--- src/rtl/ppnf_pkg.sv ---
// ----------------------------------------------------------------------------
// ppnf_pkg
// Shared types and constants of the particle pool with next-fit slot search.
// ----------------------------------------------------------------------------
`default_nettype none

package ppnf_pkg;

    // Pool geometry.
    localparam int POOL_SIZE = 64;
    localparam int IDX_W     = $clog2(POOL_SIZE);
    localparam int CNT_W     = $clog2(POOL_SIZE + 1);

    // Field widths fixed by the item formats.
    localparam int SLOT_W    = 6;
    localparam int LCNT_W    = 7;
    localparam int POS_W     = 16;
    localparam int SIZE_W    = 10;
    localparam int RGBA_W    = 32;
    localparam int LIFE_W    = 16;
    localparam int DT_W      = 16;
    localparam int RATE_W    = 16;

    // Life arithmetic: the Q8.8 rate times the Q0.16 time step gives Q8.24;
    // dropping nine bits leaves a Q8.15 loss in the units of the Q1.15 life.
    localparam int                PROD_W      = RATE_W + DT_W;
    localparam int                LOSS_SHIFT  = 9;
    localparam int                LOSS_W      = PROD_W - LOSS_SHIFT;
    localparam logic [LIFE_W-1:0] FULL_LIFE   = 16'h8000;
    localparam logic [RATE_W-1:0] DECAY_RESET = 16'd256;

    typedef enum logic [1:0] {
        CMD_ADD  = 2'd0,
        CMD_TICK = 2'd1,
        CMD_DRAW = 2'd2
    } t_cmd;

    typedef struct packed {
        t_cmd                     cmd;
        logic signed [POS_W-1:0]  pos_x;
        logic signed [POS_W-1:0]  pos_y;
        logic [SIZE_W-1:0]        size_px;
        logic [RGBA_W-1:0]        rgba;
        logic [DT_W-1:0]          delta_time;
    } t_in_item;

    typedef struct packed {
        logic [SLOT_W-1:0]        slot;
        logic signed [POS_W-1:0]  out_x;
        logic signed [POS_W-1:0]  out_y;
        logic [SIZE_W-1:0]        out_size;
        logic [RGBA_W-1:0]        out_rgba;
        logic [LIFE_W-1:0]        out_life;
        logic [LCNT_W-1:0]        live_count;
        logic                     last;
    } t_out_item;

    typedef enum logic [2:0] {
        S_IDLE,
        S_FIND,
        S_ADD,
        S_MUL,
        S_TICK,
        S_TICK_OUT,
        S_EMPTY,
        S_DRAW
    } t_state;

    // Controller to datapath.
    typedef struct packed {
        logic             item_ld;
        logic             loss_ld;
        logic             rd_en;
        logic [IDX_W-1:0] rd_addr;
        logic             life_wr;
        logic             add_wr;
        logic [IDX_W-1:0] wr_addr;
        logic             out_ld;
        logic             out_draw;
        logic [IDX_W-1:0] out_slot;
        logic [CNT_W-1:0] out_cnt;
        logic             out_last;
    } t_dp_cmd;

    // Datapath to controller.
    typedef struct packed {
        logic life_nz;
        logic new_nz;
        logic out_free;
    } t_dp_sts;

endpackage

`default_nettype wire

--- src/rtl/ppnf_ctrl.sv ---
// ----------------------------------------------------------------------------
// ppnf_ctrl
// Sequencer for add, tick and draw: walks the slots one per cycle, but a draw
// holds on a busy result register; keeps the live count and next-fit start slot.
// ----------------------------------------------------------------------------
`default_nettype none

module ppnf_ctrl import ppnf_pkg::*; (
    input  wire logic    i_clk,
    input  wire logic    i_rst_n,
    input  wire logic    i_in_valid,
    input  wire t_cmd    i_in_cmd,
    output logic         o_in_ready,
    input  wire t_dp_sts i_sts,
    output t_dp_cmd      o_cmd
);

    localparam logic [IDX_W-1:0] LAST_IDX = IDX_W'(POOL_SIZE - 1);
    localparam logic [CNT_W-1:0] FULL_CNT = CNT_W'(POOL_SIZE);

    t_state           r_state;
    t_state           n_state;
    logic [IDX_W-1:0] r_idx;
    logic [IDX_W-1:0] n_idx;
    logic             r_rd_done;
    logic             n_rd_done;
    logic             r_chk;
    logic             n_chk;
    logic [IDX_W-1:0] r_chk_idx;
    logic [IDX_W-1:0] n_chk_idx;
    logic [IDX_W-1:0] r_slot;
    logic [IDX_W-1:0] n_slot;
    logic [IDX_W-1:0] r_search;
    logic [IDX_W-1:0] n_search;
    logic [CNT_W-1:0] r_live;
    logic [CNT_W-1:0] n_live;
    logic [CNT_W-1:0] r_acc;
    logic [CNT_W-1:0] n_acc;
    logic [CNT_W-1:0] r_emit;
    logic [CNT_W-1:0] n_emit;

    logic w_accept;
    logic w_full;
    logic w_found;
    logic w_tick_end;
    logic w_draw_fire;
    logic w_draw_last;
    logic w_stall;
    logic w_advance;

    assign w_accept    = i_in_valid && (r_state == S_IDLE);
    assign w_full      = r_live == FULL_CNT;
    assign w_found     = (r_state == S_FIND) && r_chk && !i_sts.life_nz;
    assign w_tick_end  = (r_state == S_TICK) && r_chk && (r_chk_idx == LAST_IDX);
    assign w_draw_fire = (r_state == S_DRAW) && r_chk && i_sts.life_nz && i_sts.out_free;
    assign w_draw_last = (r_emit + CNT_W'(1)) == r_live;
    // A live slot waiting on a busy result register holds the read registers.
    assign w_stall     = (r_state == S_DRAW) && r_chk && i_sts.life_nz && !i_sts.out_free;
    assign w_advance   = (r_state == S_FIND) || (r_state == S_TICK) ||
                         ((r_state == S_DRAW) && !w_stall);

    always_comb begin
        n_state = r_state;
        unique case (r_state)
            S_IDLE: begin
                if (w_accept) begin
                    unique case (i_in_cmd)
                        CMD_ADD:  n_state = w_full ? S_ADD : S_FIND;
                        CMD_TICK: n_state = S_MUL;
                        CMD_DRAW: n_state = (r_live == '0) ? S_EMPTY : S_DRAW;
                        default:  n_state = S_IDLE;
                    endcase
                end
            end
            S_FIND: begin
                if (w_found) begin
                    n_state = S_ADD;
                end
            end
            S_ADD: begin
                if (i_sts.out_free) begin
                    n_state = S_IDLE;
                end
            end
            S_MUL: begin
                n_state = S_TICK;
            end
            S_TICK: begin
                if (w_tick_end) begin
                    n_state = S_TICK_OUT;
                end
            end
            S_TICK_OUT, S_EMPTY: begin
                if (i_sts.out_free) begin
                    n_state = S_IDLE;
                end
            end
            S_DRAW: begin
                if (w_draw_fire && w_draw_last) begin
                    n_state = S_IDLE;
                end
            end
            default: begin
                n_state = S_IDLE;
            end
        endcase
    end

    always_comb begin
        o_in_ready    = r_state == S_IDLE;
        o_cmd         = '0;
        o_cmd.item_ld = w_accept;
        o_cmd.rd_en   = w_advance;
        o_cmd.rd_addr = r_idx;
        unique case (r_state)
            S_MUL: begin
                o_cmd.loss_ld = 1'b1;
            end
            S_TICK: begin
                o_cmd.life_wr = r_chk && i_sts.life_nz;
                o_cmd.wr_addr = r_chk_idx;
            end
            S_ADD: begin
                o_cmd.add_wr   = i_sts.out_free;
                o_cmd.wr_addr  = r_slot;
                o_cmd.out_ld   = i_sts.out_free;
                o_cmd.out_slot = r_slot;
                o_cmd.out_last = 1'b1;
            end
            S_TICK_OUT: begin
                o_cmd.out_ld   = i_sts.out_free;
                o_cmd.out_cnt  = r_live;
                o_cmd.out_last = 1'b1;
            end
            S_EMPTY: begin
                o_cmd.out_ld   = i_sts.out_free;
                o_cmd.out_last = 1'b1;
            end
            S_DRAW: begin
                o_cmd.out_ld   = w_draw_fire;
                o_cmd.out_draw = 1'b1;
                o_cmd.out_slot = r_chk_idx;
                o_cmd.out_cnt  = r_live;
                o_cmd.out_last = w_draw_last;
            end
            default: begin
            end
        endcase
    end

    always_comb begin
        n_idx     = r_idx;
        n_rd_done = r_rd_done;
        n_chk     = r_chk;
        n_chk_idx = r_chk_idx;
        n_slot    = r_slot;
        n_search  = r_search;
        n_live    = r_live;
        n_acc     = r_acc;
        n_emit    = r_emit;

        if (w_accept) begin
            // A full pool overwrites slot 0 without searching.
            n_idx     = (i_in_cmd == CMD_ADD) ? r_search : '0;
            n_rd_done = 1'b0;
            n_chk     = 1'b0;
            n_slot    = '0;
            n_acc     = '0;
            n_emit    = '0;
        end

        if (w_advance) begin
            n_chk     = !r_rd_done;
            n_chk_idx = r_idx;
            if (!r_rd_done) begin
                if (r_idx == LAST_IDX) begin
                    n_idx     = '0;
                    n_rd_done = r_state != S_FIND;
                end else begin
                    n_idx = r_idx + IDX_W'(1);
                end
            end
        end

        if (w_found) begin
            n_slot   = r_chk_idx;
            n_search = r_chk_idx;
        end

        if ((r_state == S_ADD) && i_sts.out_free && !w_full) begin
            n_live = r_live + CNT_W'(1);
        end

        if ((r_state == S_TICK) && r_chk) begin
            n_acc = r_acc + CNT_W'(i_sts.new_nz);
            if (w_tick_end) begin
                n_live = r_acc + CNT_W'(i_sts.new_nz);
            end
        end

        if (w_draw_fire) begin
            n_emit = r_emit + CNT_W'(1);
        end
    end

    always_ff @(posedge i_clk) begin
        if (!i_rst_n) begin
            r_state   <= S_IDLE;
            r_idx     <= '0;
            r_rd_done <= 1'b0;
            r_chk     <= 1'b0;
            r_chk_idx <= '0;
            r_slot    <= '0;
            r_search  <= '0;
            r_live    <= '0;
            r_acc     <= '0;
            r_emit    <= '0;
        end else begin
            r_state   <= n_state;
            r_idx     <= n_idx;
            r_rd_done <= n_rd_done;
            r_chk     <= n_chk;
            r_chk_idx <= n_chk_idx;
            r_slot    <= n_slot;
            r_search  <= n_search;
            r_live    <= n_live;
            r_acc     <= n_acc;
            r_emit    <= n_emit;
        end
    end

endmodule

`default_nettype wire

--- config.mk ---
export PLATFORM = sky130hd
export DESIGN_NAME = ppnf_ctrl
export DESIGN_NICKNAME = d
export VERILOG_FILES = /design/src/rtl/ppnf_pkg.sv /design/src/rtl/ppnf_ctrl.sv
export SDC_FILE = /design/constraint.sdc
export NUM_CORES = 1
export LEC_CHECK = 0
export BUFFER_PORTS_ARGS = -buffer_cell sky130_fd_sc_hd__buf_2
export CAP_MARGIN = 15
export CORE_MARGIN = 5
export CORE_UTILIZATION = 52
export CTS_CLUSTER_DIAMETER = 40
export DETAILED_ROUTE_END_ITERATION = 12
export HOLD_SLACK_MARGIN = 0.15
export PLACE_DENSITY = 0.76
export SLEW_MARGIN = 20
export SYNTH_ARGS = -nofsm -noshare
export SYNTH_HDL_FRONTEND = slang
export SYNTH_SLANG_ARGS = --single-unit
--- constraint.sdc ---
create_clock -name i_clk -period 1.8 [get_ports i_clk]
set_input_delay 0.18 -clock i_clk [delete_from_list [all_inputs] [get_ports i_clk]]
set_output_delay 0.18 -clock i_clk [all_outputs]
set_load 0.005 [all_outputs]
==> impl_metrics.prom, run 1 <==
# TYPE chip_impl_metric gauge
chip_impl_metric{name="ff2ff_path_depth",unit=""} 6
chip_impl_info{name="violations",value="setup timing"} 1
chip_impl_info{name="hold_start",value="i_rst_n"} 1
chip_impl_metric{name="use_met3",unit=""} 0.0445
chip_impl_metric{name="fin_worst_skew",unit="ps"} 11.3
chip_impl_metric{name="vdd_drop_max",unit="mV"} 0.579
chip_impl_metric{name="netlist-cell-type-count",unit=""} 51
chip_impl_metric{name="layout_cells_sized_above_1",unit=""} 0.351
chip_impl_metric{name="area_growth",unit="%"} 31.9
chip_impl_info{name="netlist_top_cells_area",value="sky130_fd_sc_hd__dfxtp_1 (32%), sky130_fd_sc_hd__nor2_1 (6.2%), sky130_fd_sc_hd__a21oi_1 (5.8%)"} 1
chip_impl_info{name="grt-busiest-layer",value="met2"} 1
chip_impl_metric{name="first_global_vias",unit=""} 2942
chip_impl_metric{name="cts_sinks",unit=""} 50
chip_impl_metric{name="rows",unit=""} 28
chip_impl_metric{name="slew_headroom",unit=""} 0.778
chip_impl_metric{name="synth_top_area_share",unit=""} 0.324
chip_impl_metric{name="die_height",unit="um"} 87.0
chip_impl_metric{name="worst_slew_pin_slew",unit="ps"} 329
chip_impl_metric{name="floorplan.initialDensity",unit=""} 0.527
chip_impl_metric{name="drt_pass1_iterations",unit=""} 5
chip_impl_metric{name="critical_path_peak_fanout",unit=""} 5
chip_impl_metric{name="number_of_antenna_violating_nets_in_the_routed_design",unit=""} 0
chip_impl_info{name="post_synth_most_frequent_cells",value="sky130_fd_sc_hd__nor2_1 (51), sky130_fd_sc_hd__dfxtp_1 (50), sky130_fd_sc_hd__a21oi_1 (36)"} 1
chip_impl_metric{name="initialDrtViolationCount",unit=""} 315
chip_impl_metric{name="worst-endpoint-required",unit="ps"} 1620
chip_impl_metric{name="h-tree-depth",unit=""} 2
chip_impl_metric{name="cells_after_synth",unit=""} 401
chip_impl_metric{name="pre_cts_ws",unit="ps"} -95.2
chip_impl_metric{name="hpwlAfterDp",unit="mm"} 6.23
chip_impl_metric{name="grt_start_max_net_pins",unit=""} 49
chip_impl_info{name="synth.most_common_cell",value="sky130_fd_sc_hd__nor2_1"} 1
chip_impl_info{name="worst_path_max_delay_cell",value="sky130_fd_sc_hd__dfxtp_2"} 1
chip_impl_info{name="worst_hold_path.endpoint",value="r_idx[1]"} 1
chip_impl_metric{name="net-switching-power",unit="mW"} 1.44
chip_impl_metric{name="finalWorstPathRequiredPeriod",unit="ps"} 1990
chip_impl_metric{name="syn-num-nets",unit=""} 419
chip_impl_metric{name="power.sequential.fraction",unit=""} 0.345
chip_impl_info{name="worst_setup_path_start_kind",value="flop"} 1
chip_impl_info{name="criticalPathCategory",value="reg2out"} 1
chip_impl_metric{name="clkPwrFrac",unit=""} 0.172
chip_impl_metric{name="min_delay_path_depth",unit=""} 2
chip_impl_metric{name="max_cap_viol_count",unit=""} 0
chip_impl_metric{name="antenna_diode_count",unit=""} 0
chip_impl_info{name="worst_path_dominant_cell_family",value="compound AO/OA/AOI/OAI gates"} 1
chip_impl_metric{name="report.final.setup_viol",unit=""} 8
chip_impl_metric{name="ff2ff_setup_slack",unit="ps"} -40
chip_impl_metric{name="internal_power",unit="mW"} 2.27
chip_impl_info{name="rsz_0062_raised_after_global_routing",value="yes"} 1
chip_impl_info{name="cts_tree",value="built"} 1
chip_impl_metric{name="clk-insertion-delay-late",unit="ps"} 300
chip_impl_metric{name="seq_area_frac_synth",unit=""} 0.324
chip_impl_metric{name="die_w",unit="um"} 87.0
chip_impl_metric{name="number_of_hold_buffers_added_after_cts",unit=""} 0
chip_impl_metric{name="drt-vias-per-instance",unit=""} 5.93
chip_impl_metric{name="maxSlewViolCount",unit=""} 0
chip_impl_metric{name="top_level_ports",unit=""} 42
chip_impl_metric{name="syn-cell-area",unit="sq um"} 3090
chip_impl_metric{name="die_area",unit="sq um"} 7570
chip_impl_metric{name="fin_total_pwr",unit="mW"} 3.72
chip_impl_metric{name="post_synth.cell_area_avg",unit="sq um"} 7.69
chip_impl_metric{name="finish.net_count",unit=""} 494
chip_impl_metric{name="globalRouteTotalUtil",unit=""} 0.231
chip_impl_metric{name="grt_pass1_wl",unit="mm"} 14.3
chip_impl_metric{name="timing.final.crit_share",unit=""} 1.10
chip_impl_metric{name="post-route-worst-setup-slack",unit="ps"} -188
chip_impl_metric{name="cp.buffers_inverters",unit=""} 1
chip_impl_metric{name="synth-edff-count",unit=""} 0
chip_impl_metric{name="hold_ws",unit="ps"} 160
chip_impl_metric{name="clock_pin_slew_on_the_worst_setup_and_hold_paths",unit="ps"} 90
chip_impl_metric{name="initial_antenna_violation_count",unit=""} 0
chip_impl_metric{name="port_buffers",unit=""} 41
chip_impl_info{name="result_of_the_run",value="finished, violations left"} 1
chip_impl_metric{name="netSwitchingFraction",unit=""} 0.388
chip_impl_metric{name="timing.fmax",unit="GHz"} 0.503
chip_impl_info{name="yosys.area.top_type",value="sky130_fd_sc_hd__dfxtp_1"} 1
chip_impl_info{name="worst_r2r_endpoint",value="r_live[5]"} 1
chip_impl_metric{name="cts-root-to-sink-buffers",unit=""} 2
chip_impl_metric{name="routabilityCongestion",unit=""} 0.901
chip_impl_metric{name="finalHoldViolCount",unit=""} 0
chip_impl_info{name="ys_dominant_reg_cell",value="sky130_fd_sc_hd__dfxtp_1"} 1
chip_impl_metric{name="placeableCoreArea",unit="sq um"} 5850
chip_impl_metric{name="grt_util_met1",unit=""} 0.320
chip_impl_info{name="endpoint_kind",value="primary output"} 1
chip_impl_info{name="rr_startpoint",value="r_chk_idx[2]"} 1
chip_impl_metric{name="worst_path_largest_cell_delay",unit="ps"} 350
chip_impl_info{name="worstPathCellList",value="ha_4, nor3b_1, o21a_1, o311ai_2, o21ai_1, a22o_1, buf_2"} 1
chip_impl_metric{name="flops_latches_synth",unit=""} 50
chip_impl_metric{name="power_per_cell_area",unit="nW/um^2"} 913
chip_impl_metric{name="total_leakage_power",unit="nW"} 1.75
chip_impl_metric{name="synth-warning-count",unit=""} 0
chip_impl_metric{name="drt-wirelength-per-cell",unit="um"} 16.4
chip_impl_metric{name="layout.core_utilization",unit=""} 0.696
chip_impl_metric{name="global_route.overflow_total",unit=""} 0
chip_impl_metric{name="grt.met2_usage",unit=""} 0.362
chip_impl_info{name="hp-class",value="in2reg"} 1
chip_impl_metric{name="power_frac_comb",unit=""} 0.483
chip_impl_info{name="clock_tree.root_cell",value="sky130_fd_sc_hd__clkbuf_8"} 1
chip_impl_metric{name="cts_made_buffers",unit=""} 5
chip_impl_metric{name="drc_errors",unit=""} 0
chip_impl_metric{name="synth_async_sr_flop_share",unit=""} 0
chip_impl_metric{name="critical_path_arrival",unit="ps"} 1810
chip_impl_metric{name="wirelength",unit="mm"} 9.06
chip_impl_metric{name="via_count",unit=""} 3268
how the worst max path moves through the flow:
stage	end	start	slack [ps]	cells after the start
3_3_place_gp	o_cmd[0]	r_emit[0]	-90	7
5_1_grt	o_cmd[0]	r_emit[0]	-260	7
6_report	o_cmd[0]	r_emit[0]	-190	7
3_5_place_dp	o_cmd[0]	r_emit[0]	-100	7
2_1_floorplan	r_live[0]	r_chk	-80	8
4_1_cts	o_cmd[0]	r_emit[1]	-190	7
stage by stage:
| step | cells | cell area (sq um) | setup TNS [ps] |
|---|---|---|---|
| 3_5_place_dp | 538 | 3650 | -437 |
| 4_1_cts | 546 | 3870 | -253 |
| 2_1_floorplan | 401 | 3120 | -558 |
| 6_report | 551 | 4070 | -377 |
| 5_1_grt | 551 | 4070 | -1120 |
| 3_3_place_gp | 538 | 3650 | -88.3 |
state kept, by name, indices dropped and copies added, names as in the netlist:
signal	cells
r_acc	7
r_chk	1
r_chk_idx	6
r_emit	7
r_idx	6
r_live	7
r_rd_done	1
r_search	6
r_slot	6
r_state	3
timing repair:
action	CTS	global route
setup buffers	1	3
resized for setup	37	38
endpoints found under the setup margin	33	46
pin swaps	10	13
hold endpoints to repair	0	0
cloned	0	2
logic make-up (layout without fill, tap and decap cells):
group           after synthesis  after routing  synth area share
simple gates                164            164             0.268
fa+ha+maj                    10             10            0.0406
compound gates              107            107             0.231
flops                        50             50             0.324
buf+inv                      45            120            0.0633
mux                           6              6            0.0195
xor+xnor                     19             19            0.0539
layer usage:
layer | wire [um] | vias to the layer above
met5 | 0 | -
met4 | 138 | 0
met3 | 525 | 14
met2 | 4280 | 127
met1 | 4120 | 1549
li1 | - | 1578
placed cells by master, fill, tap and decap left out, types with 3 or more instances in the layout:
cell type / count
sky130_fd_sc_hd__buf_4: 49
sky130_fd_sc_hd__nand4_1: 3
sky130_fd_sc_hd__ha_1: 9
sky130_fd_sc_hd__a31oi_1: 7
sky130_fd_sc_hd__or3_1: 4
sky130_fd_sc_hd__nor2_1: 39
sky130_fd_sc_hd__nor2_2: 4
sky130_fd_sc_hd__o21ai_0: 14
sky130_fd_sc_hd__inv_1: 12
sky130_fd_sc_hd__and2_1: 5
sky130_fd_sc_hd__xnor2_1: 12
sky130_fd_sc_hd__a22oi_1: 16
sky130_fd_sc_hd__mux2i_1: 6
sky130_fd_sc_hd__dfxtp_1: 38
sky130_fd_sc_hd__nor3_1: 4
sky130_fd_sc_hd__buf_2: 40
sky130_fd_sc_hd__clkbuf_8: 5
sky130_fd_sc_hd__and3_1: 14
sky130_fd_sc_hd__buf_6: 4
sky130_fd_sc_hd__dfxtp_2: 12
sky130_fd_sc_hd__nand3b_1: 3
sky130_fd_sc_hd__nand2_1: 34
sky130_fd_sc_hd__nor2_4: 8
sky130_fd_sc_hd__a211oi_2: 10
sky130_fd_sc_hd__a21oi_1: 35
sky130_fd_sc_hd__a21o_1: 3
sky130_fd_sc_hd__nand3_1: 12
sky130_fd_sc_hd__xor2_1: 7
layout make-up:
type	count	area (sq um)
clock buffers	6	72.6
repair buffers	97	693
inverters	15	65.1
flip-flops and latches	50	1020
repair inverters	1	5.00
clock inverters	1	7.51
multi-input cells	306	2120
fillers	426	1780
well taps	75	93.8
power groups by stage:
stage	logic, mW	clock network, mW	registers (mW)
2_1_floorplan	0.887	0	1.29
3_3_place_gp	1.44	0	1.29
3_5_place_dp	1.48	0	1.29
4_1_cts	1.59	0.644	1.27
5_1_grt	1.94	0.690	1.29
6_report	1.79	0.640	1.28
No activity file was read; power rests on OpenSTA's default activity.
==> run 2, diff against run 1 <==
MAX_ROUTING_LAYER = met4   (was not set)
==> run 2 against run 1 <==
  * The flow still finishes with violations (setup timing)
  * Worst setup slack better by 0.99 ps
  * Clock power down 0.6%
  * First-iteration DRC count down 9.5%
  * Combinational power about the same
  * Critical path type unchanged
==> impl_metrics.prom, run 2 (synthesis gave the netlist of run 1 again) <==
# TYPE chip_impl_metric gauge
chip_impl_info{name="result_of_the_run",value="finished, violations left"} 1
chip_impl_info{name="violations",value="setup timing"} 1
chip_impl_metric{name="clock_pin_slew_on_the_worst_setup_and_hold_paths",unit="ps"} 90
chip_impl_metric{name="net-switching-power",unit="mW"} 1.43
chip_impl_metric{name="cts-root-to-sink-buffers",unit=""} 2
chip_impl_metric{name="clkPwrFrac",unit=""} 0.172
chip_impl_metric{name="placed_cells",unit=""} 538
chip_impl_metric{name="wirelength",unit="mm"} 9.01
chip_impl_metric{name="layout_cells_sized_above_1",unit=""} 0.351
chip_impl_metric{name="initialDrtViolationCount",unit=""} 285
chip_impl_metric{name="grt_pass1_wl",unit="mm"} 14.3
chip_impl_info{name="criticalPathCategory",value="reg2out"} 1
chip_impl_metric{name="max_cap_viol_count",unit=""} 0
chip_impl_metric{name="finalHoldViolCount",unit=""} 0
chip_impl_metric{name="h-tree-depth",unit=""} 2
chip_impl_metric{name="cts_sinks",unit=""} 50
chip_impl_metric{name="fin_total_pwr",unit="mW"} 3.71
chip_impl_metric{name="power_per_cell_area",unit="nW/um^2"} 910
chip_impl_metric{name="post-route-worst-setup-slack",unit="ps"} -187
chip_impl_metric{name="die_height",unit="um"} 87.0
chip_impl_metric{name="port_buffers",unit=""} 41
chip_impl_metric{name="timing.fmax",unit="GHz"} 0.503
chip_impl_metric{name="report.final.setup_viol",unit=""} 7
chip_impl_metric{name="total_leakage_power",unit="nW"} 1.75
chip_impl_metric{name="fin_worst_skew",unit="ps"} 9.02
chip_impl_metric{name="netSwitchingFraction",unit=""} 0.387
chip_impl_metric{name="layout.core_utilization",unit=""} 0.696
chip_impl_info{name="cts_tree",value="built"} 1
chip_impl_metric{name="antenna_diode_count",unit=""} 0
chip_impl_metric{name="global_route.overflow_total",unit=""} 0
chip_impl_metric{name="top_level_ports",unit=""} 42
chip_impl_metric{name="number_of_hold_buffers_added_after_cts",unit=""} 0
chip_impl_metric{name="grt_start_max_net_pins",unit=""} 49
chip_impl_info{name="biggestRegsByFlops",value="r_acc (7), r_emit (7), r_live (7)"} 1
chip_impl_info{name="rsz_0062_raised_after_global_routing",value="yes"} 1
chip_impl_metric{name="pre_cts_ws",unit="ps"} -95.2
chip_impl_metric{name="area_growth",unit="%"} 31.9
chip_impl_metric{name="first_global_vias",unit=""} 2938
chip_impl_metric{name="power_frac_comb",unit=""} 0.482
chip_impl_metric{name="finish.net_count",unit=""} 494
chip_impl_info{name="clock_tree.root_cell",value="sky130_fd_sc_hd__clkbuf_8"} 1
chip_impl_metric{name="routabilityCongestion",unit=""} 0.917
chip_impl_metric{name="drt-vias-per-instance",unit=""} 5.95
chip_impl_metric{name="die_w",unit="um"} 87.0
chip_impl_metric{name="vdd_drop_max",unit="mV"} 0.576
chip_impl_metric{name="finalWorstPathRequiredPeriod",unit="ps"} 1990
chip_impl_metric{name="rows",unit=""} 28
chip_impl_metric{name="die_area",unit="sq um"} 7570
chip_impl_info{name="hp-class",value="in2reg"} 1
chip_impl_info{name="layout_common_cells",value="sky130_fd_sc_hd__buf_4 (49), sky130_fd_sc_hd__buf_2 (40), sky130_fd_sc_hd__nor2_1 (39), sky130_fd_sc_hd__dfxtp_1 (38), sky130_fd_sc_hd__a21oi_1 (35)"} 1
chip_impl_metric{name="number_of_antenna_violating_nets_in_the_routed_design",unit=""} 0
chip_impl_metric{name="via_count",unit=""} 3277
chip_impl_metric{name="power.sequential.fraction",unit=""} 0.346
chip_impl_info{name="endpoint_kind",value="primary output"} 1
chip_impl_metric{name="worst_slew_pin_slew",unit="ps"} 330
chip_impl_metric{name="placedInstanceArea",unit="sq um"} 3650
chip_impl_info{name="final_common_cell",value="sky130_fd_sc_hd__buf_4"} 1
chip_impl_metric{name="clk-insertion-delay-late",unit="ps"} 300
chip_impl_metric{name="worst-endpoint-required",unit="ps"} 1620
chip_impl_metric{name="drt_pass1_iterations",unit=""} 5
chip_impl_metric{name="final_design_area_no_fill",unit="sq um"} 4070
chip_impl_metric{name="critical_path_peak_fanout",unit=""} 5
chip_impl_metric{name="maxSlewViolCount",unit=""} 0
chip_impl_metric{name="drc_errors",unit=""} 0
chip_impl_metric{name="internal_power",unit="mW"} 2.27
chip_impl_metric{name="initial_antenna_violation_count",unit=""} 0
chip_impl_metric{name="placeableCoreArea",unit="sq um"} 5850
chip_impl_metric{name="final-instance-count-excl-fill",unit=""} 551
chip_impl_metric{name="critical_path_arrival",unit="ps"} 1810
chip_impl_metric{name="setup_tns_after_final_layout",unit="ps"} -343
chip_impl_info{name="worst_setup_path_start_kind",value="flop"} 1
chip_impl_metric{name="hpwlAfterDp",unit="mm"} 6.23
chip_impl_metric{name="globalRouteTotalUtil",unit=""} 0.238
chip_impl_metric{name="timing.final.crit_share",unit=""} 1.10
chip_impl_metric{name="hold_ws",unit="ps"} 160
chip_impl_metric{name="floorplan.initialDensity",unit=""} 0.527
chip_impl_metric{name="drt-wirelength-per-cell",unit="um"} 16.4
chip_impl_metric{name="cts_made_buffers",unit=""} 5
chip_impl_metric{name="slew_headroom",unit=""} 0.778
## run 2: cell counts in the layout (fill, tap and decap cells not counted)
No cell type changed its count.
## run 2: routing by layer
metal / wire [um] / share of wire / up-vias / GRT usage
met4: 133 / 0.015 / 0 / 0.0751
met2: 4270 / 0.47 / 146 / 0.364
met5: 0 / 0 / - / -
met1: 4000 / 0.44 / 1535 / 0.320
met3: 618 / 0.069 / 12 / 0.0407
li1: - / - / 1584 / -
## run 2: timing repair
item	4_1_cts	5_1_grt
pin swaps	10	13
buffers inserted	1	3
gates cloned	0	2
endpoints found under the setup margin	33	46
hold endpoints to repair	0	0
gates resized for setup	37	38
## run 2: final timing paths
| path | from | end | slack (ps) | depth (start not counted) |
|---|---|---|---|---|
| max | r_emit[0] | o_cmd[0] | -190 | 7 |
| min | i_rst_n | r_idx[1] | 160 | 2 |
| max reg2reg | r_chk | r_live[5] | -40 | 6 |
| min reg2reg | r_search[0] | r_search[0] | 470 | 2 |
## run 2: critical path, cell delays in order (launching register included)
cell and delay [ps]:
sky130_fd_sc_hd__dfxtp_2 350, sky130_fd_sc_hd__ha_4 170, sky130_fd_sc_hd__nor3b_1 130, sky130_fd_sc_hd__o21a_1 170, sky130_fd_sc_hd__o311ai_2 270, sky130_fd_sc_hd__o21ai_1 90, sky130_fd_sc_hd__a22o_1 200, sky130_fd_sc_hd__buf_2 120
## run 2: cell type report
type | count | area [sq um]
sequential | 50 | 1020
timing repair inverter | 1 | 5.00
fill | 426 | 1780
clock inverter | 1 | 7.51
clock buffer | 6 | 72.6
inverter | 15 | 65.1
timing repair buffer | 97 | 693
tap | 75 | 93.8
multi-input combinational | 306 | 2120
## run 2: power by group through the flow
stage / clock (mW) / combinational (mW) / sequential, mW
after CTS: 0.644 / 1.59 / 1.27
final: 0.636 / 1.79 / 1.28
after global placement: 0 / 1.44 / 1.29
after global routing: 0.690 / 1.94 / 1.29
after floorplan: 0 / 0.887 / 1.29
after detailed placement: 0 / 1.48 / 1.29
==> run 3, diff against run 2 <==
BUFFER_PORTS_ARGS = -buffer_cell sky130_fd_sc_hd__buf_4   (was -buffer_cell sky130_fd_sc_hd__buf_2)
CORE_MARGIN = not set   (was 5)
SKIP_LAST_GASP = 1   (was not set)
==> run 3 against run 2 <==
  * The flow still finishes with violations (setup timing)
  * Register-to-register slack is essentially flat
  * Sequential cell count did not move
  * Worst setup slack got worse by 110 ps
  * Power is 9.3% higher
  * Die area fell by 18%
  * Combinational power rose by 9%
  * Core utilization increased by 6.9 points
  * Non-clock buffer count increased by 10
  * First-iteration DRC count decreased by 5.6%
  * Largest cell class unchanged
  * Largest power group unchanged
==> impl_metrics.prom, run 3 (synthesis gave the netlist of run 1 again) <==
# TYPE chip_impl_metric gauge
chip_impl_info{name="biggestRegsByFlops",value="r_acc (7), r_emit (7), r_live (7)"} 1
chip_impl_info{name="clock_tree.root_cell",value="sky130_fd_sc_hd__clkbuf_8"} 1
chip_impl_metric{name="timing.fmax",unit="GHz"} 0.478
chip_impl_metric{name="power_per_cell_area",unit="nW/um^2"} 944
chip_impl_metric{name="drt-wirelength-per-cell",unit="um"} 16.4
chip_impl_metric{name="layout.core_utilization",unit=""} 0.764
chip_impl_metric{name="initial_antenna_violation_count",unit=""} 0
chip_impl_info{name="final_common_cell",value="sky130_fd_sc_hd__buf_4"} 1
chip_impl_metric{name="cts_made_buffers",unit=""} 5
chip_impl_metric{name="setup_tns_after_final_layout",unit="ps"} -584
chip_impl_metric{name="clk-insertion-delay-late",unit="ps"} 310
chip_impl_metric{name="final_design_area_no_fill",unit="sq um"} 4290
chip_impl_metric{name="maxSlewViolCount",unit=""} 0
chip_impl_info{name="cts_tree",value="built"} 1
chip_impl_metric{name="first_global_vias",unit=""} 3000
chip_impl_info{name="result_of_the_run",value="finished, violations left"} 1
chip_impl_metric{name="critical_path_arrival",unit="ps"} 1910
chip_impl_metric{name="antenna_diode_count",unit=""} 0
chip_impl_info{name="endpoint_kind",value="primary output"} 1
chip_impl_metric{name="finalHoldViolCount",unit=""} 0
chip_impl_metric{name="post-route-worst-setup-slack",unit="ps"} -293
chip_impl_metric{name="rows",unit=""} 27
chip_impl_metric{name="die_area",unit="sq um"} 6250
chip_impl_metric{name="via_count",unit=""} 3375
chip_impl_metric{name="initialDrtViolationCount",unit=""} 269
chip_impl_metric{name="port_buffers",unit=""} 41
chip_impl_metric{name="hpwlAfterDp",unit="mm"} 6.16
chip_impl_metric{name="number_of_antenna_violating_nets_in_the_routed_design",unit=""} 0
chip_impl_metric{name="grt_start_max_net_pins",unit=""} 49
chip_impl_metric{name="drc_errors",unit=""} 0
chip_impl_metric{name="worst_path_largest_cell_delay",unit="ps"} 370
chip_impl_metric{name="max_cap_viol_count",unit=""} 0
chip_impl_metric{name="slew_headroom",unit=""} 0.615
chip_impl_metric{name="cts_sinks",unit=""} 50
chip_impl_metric{name="cts-root-to-sink-buffers",unit=""} 2
chip_impl_metric{name="vdd_drop_max",unit="mV"} 0.652
chip_impl_info{name="rsz_0062_raised_after_global_routing",value="yes"} 1
chip_impl_metric{name="worst_slew_pin_slew",unit="ps"} 577
chip_impl_metric{name="drt_pass1_iterations",unit=""} 5
chip_impl_metric{name="report.final.setup_viol",unit=""} 11
chip_impl_metric{name="layout_cells_sized_above_1",unit=""} 0.362
chip_impl_metric{name="globalRouteTotalUtil",unit=""} 0.308
chip_impl_info{name="violations",value="setup timing"} 1
chip_impl_info{name="crit_path_frequent_cell",value="sky130_fd_sc_hd__buf_4"} 1
chip_impl_metric{name="top_level_ports",unit=""} 42
chip_impl_metric{name="area_growth",unit="%"} 38.9
chip_impl_metric{name="clock_pin_slew_on_the_worst_setup_and_hold_paths",unit="ps"} 100
chip_impl_metric{name="drt-vias-per-instance",unit=""} 6.05
chip_impl_metric{name="wirelength",unit="mm"} 9.17
chip_impl_info{name="layout_common_cells",value="sky130_fd_sc_hd__buf_4 (97), sky130_fd_sc_hd__dfxtp_1 (43), sky130_fd_sc_hd__nor2_1 (40), sky130_fd_sc_hd__nand2_1 (35), sky130_fd_sc_hd__a21oi_1 (34)"} 1
chip_impl_metric{name="placeableCoreArea",unit="sq um"} 5610
chip_impl_metric{name="routabilityCongestion",unit=""} 0.911
chip_impl_info{name="worst_setup_path_start_kind",value="flop"} 1
chip_impl_metric{name="worst-endpoint-required",unit="ps"} 1620
chip_impl_metric{name="grt_pass1_wl",unit="mm"} 14.6
chip_impl_metric{name="die_height",unit="um"} 79.0
chip_impl_metric{name="total_leakage_power",unit="nW"} 1.80
chip_impl_info{name="criticalPathCategory",value="reg2out"} 1
chip_impl_metric{name="finalWorstPathRequiredPeriod",unit="ps"} 2090
chip_impl_metric{name="placedInstanceArea",unit="sq um"} 3770
chip_impl_metric{name="critical_path_peak_fanout",unit=""} 5
chip_impl_metric{name="die_w",unit="um"} 79.0
chip_impl_metric{name="h-tree-depth",unit=""} 2
chip_impl_metric{name="finish.net_count",unit=""} 503
chip_impl_metric{name="timing.final.crit_share",unit=""} 1.16
chip_impl_metric{name="fin_total_pwr",unit="mW"} 4.05
chip_impl_metric{name="fin_worst_skew",unit="ps"} 9.92
chip_impl_metric{name="fillerInstances",unit=""} 407
chip_impl_metric{name="floorplan.initialDensity",unit=""} 0.550
chip_impl_metric{name="global_route.overflow_total",unit=""} 0
chip_impl_info{name="worst_path_max_delay_cell",value="sky130_fd_sc_hd__dfxtp_2"} 1
chip_impl_info{name="worstPathCellList",value="ha_4, buf_4, nand3_1, nor3b_2, o22ai_2, o21ai_2, a22o_1, buf_4"} 1
chip_impl_info{name="hp-class",value="in2reg"} 1
-- run 3: final timing paths --
check | startpoint | to | slack (ps) | depth (start not counted)
hold / removal | i_sts[1] | r_acc[0] | 380 | 4
setup reg to reg | r_chk | r_live[6] | -50 | 6
setup / recovery | r_emit[0] | o_cmd[0] | -290 | 8
hold reg to reg | r_search[5] | r_search[5] | 480 | 2
-- run 3: per-layer routing --
layer / track usage / share of wire
met5: - / 0
met4: 0.0945 / 0.015
met3: 0.0460 / 0.074
met1: 0.420 / 0.45
met2: 0.470 / 0.46
-- run 3: cell type report --
type,count,area [sq um],area share
clock buffers,5,68.8,0.0161
clock inverters,3,45.0,0.0105
inverters,15,60.1,0.0140
multi-input cells,306,2140,0.499
flip-flops and latches,50,1010,0.236
well taps,72,90.1,0.0210
repair buffers,107,873,0.204
-- run 3: worst max-delay path, delay by kind of cell (launching register included) --
family	cells	cell delay [ps]
buffers and inverters	2	230
AO/OA/AOI/OAI	3	440
adder cells (fa/ha/maj)	1	150
AND/OR/NAND/NOR	2	410
flip-flops	1	370
-- run 3: per-stage QoR --
stage	hold slack (ps)	setup slack [ps]	std cells
2_1_floorplan	311	-83.1	401
3_3_place_gp	444	-92.7	537
3_5_place_dp	454	-154	537
4_1_cts	376	-233	553
5_1_grt	399	-411	558
6_report	375	-293	558
-- run 3: report_power, final --
group          internal [mW]  switching (mW)
Clock                  0.414           0.400
Combinational          0.925            1.02
Sequential              1.20          0.0851
-- run 3: what timing repair did --
action	4_1_cts	5_1_grt
cloned	1	0
hold buffers	1	0
endpoints found under the setup margin	24	65
setup buffers	6	6
pin swaps	23	11
gates resized for setup	39	37
endpoints found under the hold margin	1	0
